### config.mk
export PLATFORM = sky130hd
export DESIGN_NAME = cdcl_ram
export DESIGN_NICKNAME = d
export VERILOG_FILES = /design/src/rtl/cdcl_ram.sv
export SDC_FILE = /design/constraint.sdc
export NUM_CORES = 1
export LEC_CHECK = 0
export ABC_AREA = 1
export BUFFER_PORTS_ARGS = -buffer_cell sky130_fd_sc_hd__buf_2
export CAP_MARGIN = 20
export CORE_ASPECT_RATIO = 0.9
export CORE_MARGIN = 5
export CORE_UTILIZATION = 40
export CTS_BUF_LIST = sky130_fd_sc_hd__clkbuf_16
export DETAILED_ROUTE_END_ITERATION = 10
export SKIP_CTS_REPAIR_TIMING = 1
export SLEW_MARGIN = 20
export SYNTH_ARGS = -nofsm -noshare
export SYNTH_HDL_FRONTEND = slang
export SYNTH_SLANG_ARGS = --single-unit
### constraint.sdc
create_clock -name i_clk -period 1.5 [get_ports i_clk]
set_input_delay 0.225 -clock i_clk [delete_from_list [all_inputs] [get_ports i_clk]]
set_output_delay 0.225 -clock i_clk [all_outputs]
set_load 0.01 [all_outputs]
### src/rtl/cdcl_ram.sv
// ---------------------------------------------------------------------------
// cdcl_ram: generic simple dual-port RAM
// One write port, one read port with registered read data.
// ---------------------------------------------------------------------------
`timescale 1ns / 1ps
`default_nettype none

module cdcl_ram #(
    parameter int WIDTH = 8,
    parameter int DEPTH = 16
) (
    input  wire logic                     i_clk,
    input  wire logic                     i_we,
    input  wire logic [$clog2(DEPTH)-1:0] i_waddr,
    input  wire logic [WIDTH-1:0]         i_wdata,
    input  wire logic [$clog2(DEPTH)-1:0] i_raddr,
    output logic      [WIDTH-1:0]         o_rdata
);
    logic [WIDTH-1:0] r_mem [DEPTH];

    always_ff @(posedge i_clk) begin
        if (i_we) begin
            r_mem[i_waddr] <= i_wdata;
        end
        o_rdata <= r_mem[i_raddr];
    end
endmodule

`default_nettype wire

==> flow_summary.toml <==
[sta]
finalCritPeriodShare_pct = 77.07
fin_skew_ps = 5.129
setup_viol = 0
timing.slew.headroom_pct = 74.74
slew_violations = 0
hold_violations = 0
max_freq_ghz = 0.8650
worst_pin_slew_ps = 378.8
period_needed_ps = 1156
fin_tns_setup_ps = 0
rsz0062_at_grt = "no"

[global_route]
overflow = 0
grt_pass1_vias = 3590
grt_use_total_pct = 16.78
grt_pass1_wl_um = 20580
antenna_found_initial = 0
grt_max_degree = 33

[pwr]
switching_share_pct = 21.84
peakVddDrop_mv = 0.6715
p_per_area_mw_per_mm2 = 1232
switchingPower_mw = 1.798
clockPowerShare_pct = 41.5
p_leak_nw = 2.927
pwr-share-seq_pct = 52.0
pwr-share-comb_pct = 6.5
p_int_mw = 6.434

[cts]
cts_tree = "built"
clkSinkCount = 136
cts-root-buf = "clkbuf_16"
insertion_delay_ps = 410
cts_inserted_buffers = 17
cts-htree-levels = 4
clk_pin_slew_ps = 50
clockBufferDepth = 2

[final_layout]
fin_nets = 616
layout_commonest_cell = "nand2_1"
finalInstanceArea_mm2 = 0.006679
drive_gt1_share_pct = 11.95
multi_input_area_mm2 = 0.001214
antennaDiodeCount = 0
layout_common_cells = "nand2_1, edfxtp_1, inv_1, nand3_1"
fill_cells = 1291
ff_latch_area_mm2 = 0.004004
layout.core_utilization_pct = 47.34
area_growth_syn_to_layout_pct = 15.82

[critical_path]
crit_required_ps = 1270
cp_num_buf_inv = 1
worstSetupStartpointType = "flop"
slowest_stage = "dfxtp_1"
criticalPathCategory = "reg -> out"
critPathCaptureType = "output pin"
cp-startpoint = "o_rdata[4]"
worstPathArrival_ps = 930
cp_cell_sequence = "buf_2"
max_stage_delay_ps = 370
critPathTopFamily = "flip-flops"
cp_max_fo = 1
reg2reg_from = "r_mem[11][5]"

[synth]
syn_inst = 551
synth_area_leaders = "edfxtp_1, nand2_1, nand3_1, inv_1, dfxtp_1"
ys_warn_count = 0
yosysSeqAreaShare_pct = 69.43
syn_nets = 569
synthDistinctLibCells = 12
synth_top_cell_by_area = "edfxtp_1"
synthesis.area_mm2 = 0.005767
synth_area_per_cell_um2 = 10.47
yosys.area.top_type_share_pct = 66.65
ys_seq_elements = 136

[placement]
dpl_cell_area_mm2 = 0.006195
gp_congestion = 0.7999
port_buffers = 25
dpl.hpwl_um = 8175

[drt]
drc_errors = 0
routed_wl_um = 13000
ant_nets = 0
viasPerCell = 4.649
wl_per_cell_um = 16.17
drtIter0Drc = 381
vias = 3738
drtPass1Iterations = 5

[die]
initial_core_util_pct = 40.88
die_h_um = 123.9
die_w_um = 136.6
core_area_mm2 = 0.01411
num_rows = 41
io_pins = 26
die-area_mm2 = 0.01692

[worst_hold_path]
min-delay-start = "i_raddr[3]"
hold_path_class = "in -> reg"

[status]
status = "finished clean"

[run]
drv_cap = 0
final timing paths:
kind,depth (start not counted),slack [ps],end
max,1,340,o_rdata[4]
min,3,190,o_rdata[4]
max reg2reg,6,510,o_rdata[5]
min reg2reg,6,660,o_rdata[6]
cell usage after synthesis:
master and count:
nand3b_1 2, buf_2 13, nor2_1 17, buf_4 4, edfxtp_1 128, nand2_1 173
inv_2 2, buf_1 1, buf_6 6, nand3_1 97, inv_1 100, dfxtp_1 8
cell families (layout without fill, tap and decap cells):
group / Yosys count / in the layout / synth area share, %
simple gates: 289 / 289 / 21.05
buf+inv: 126 / 186 / 9.525
flops: 136 / 136 / 69.43
area by class of cell:
class | instances | share of cell area [%]
clock inverter | 15 | 0.8805
clock buffer | 17 | 6.369
multi-input combinational | 289 | 18.17
sequential | 136 | 59.95
tap | 193 | 3.616
timing repair buffer | 52 | 5.283
inverter | 102 | 5.732
stage by stage:
stage	hold WS (ps)	setup WS, ps	power [mW]	cells
6_report	185.2	344.0	8.231	804
5_1_grt	173.6	302.8	8.543	804
4_1_cts	172.1	315.6	8.288	804
3_5_place_dp	609.3	195.4	4.896	772
3_3_place_gp	620.6	210.6	4.885	772
2_1_floorplan	323.9	324.2	4.660	551
layer usage:
layer	global-route usage (%)	share of wire, %	vias to the layer above
li1	-	-	1865
met1	23.87	48	1771
met2	24.94	45	90
met3	4.725	5.4	12
met4	5.479	1.1	0
met5	0	0	-
registers in the layout, indices dropped and copies added (netlist names):
name	flops
r_mem	128
o_rdata	8
power by group through the flow:
stage	Sequential [mW]	Clock (mW)	Combinational, mW
finish	4.28	3.42	0.536
global route	4.28	3.66	0.598
CTS	4.28	3.47	0.543
detailed placement	4.36	0	0.539
global placement	4.35	0	0.531
floorplan	4.36	0	0.300
(Power assumes the default switching activity.)
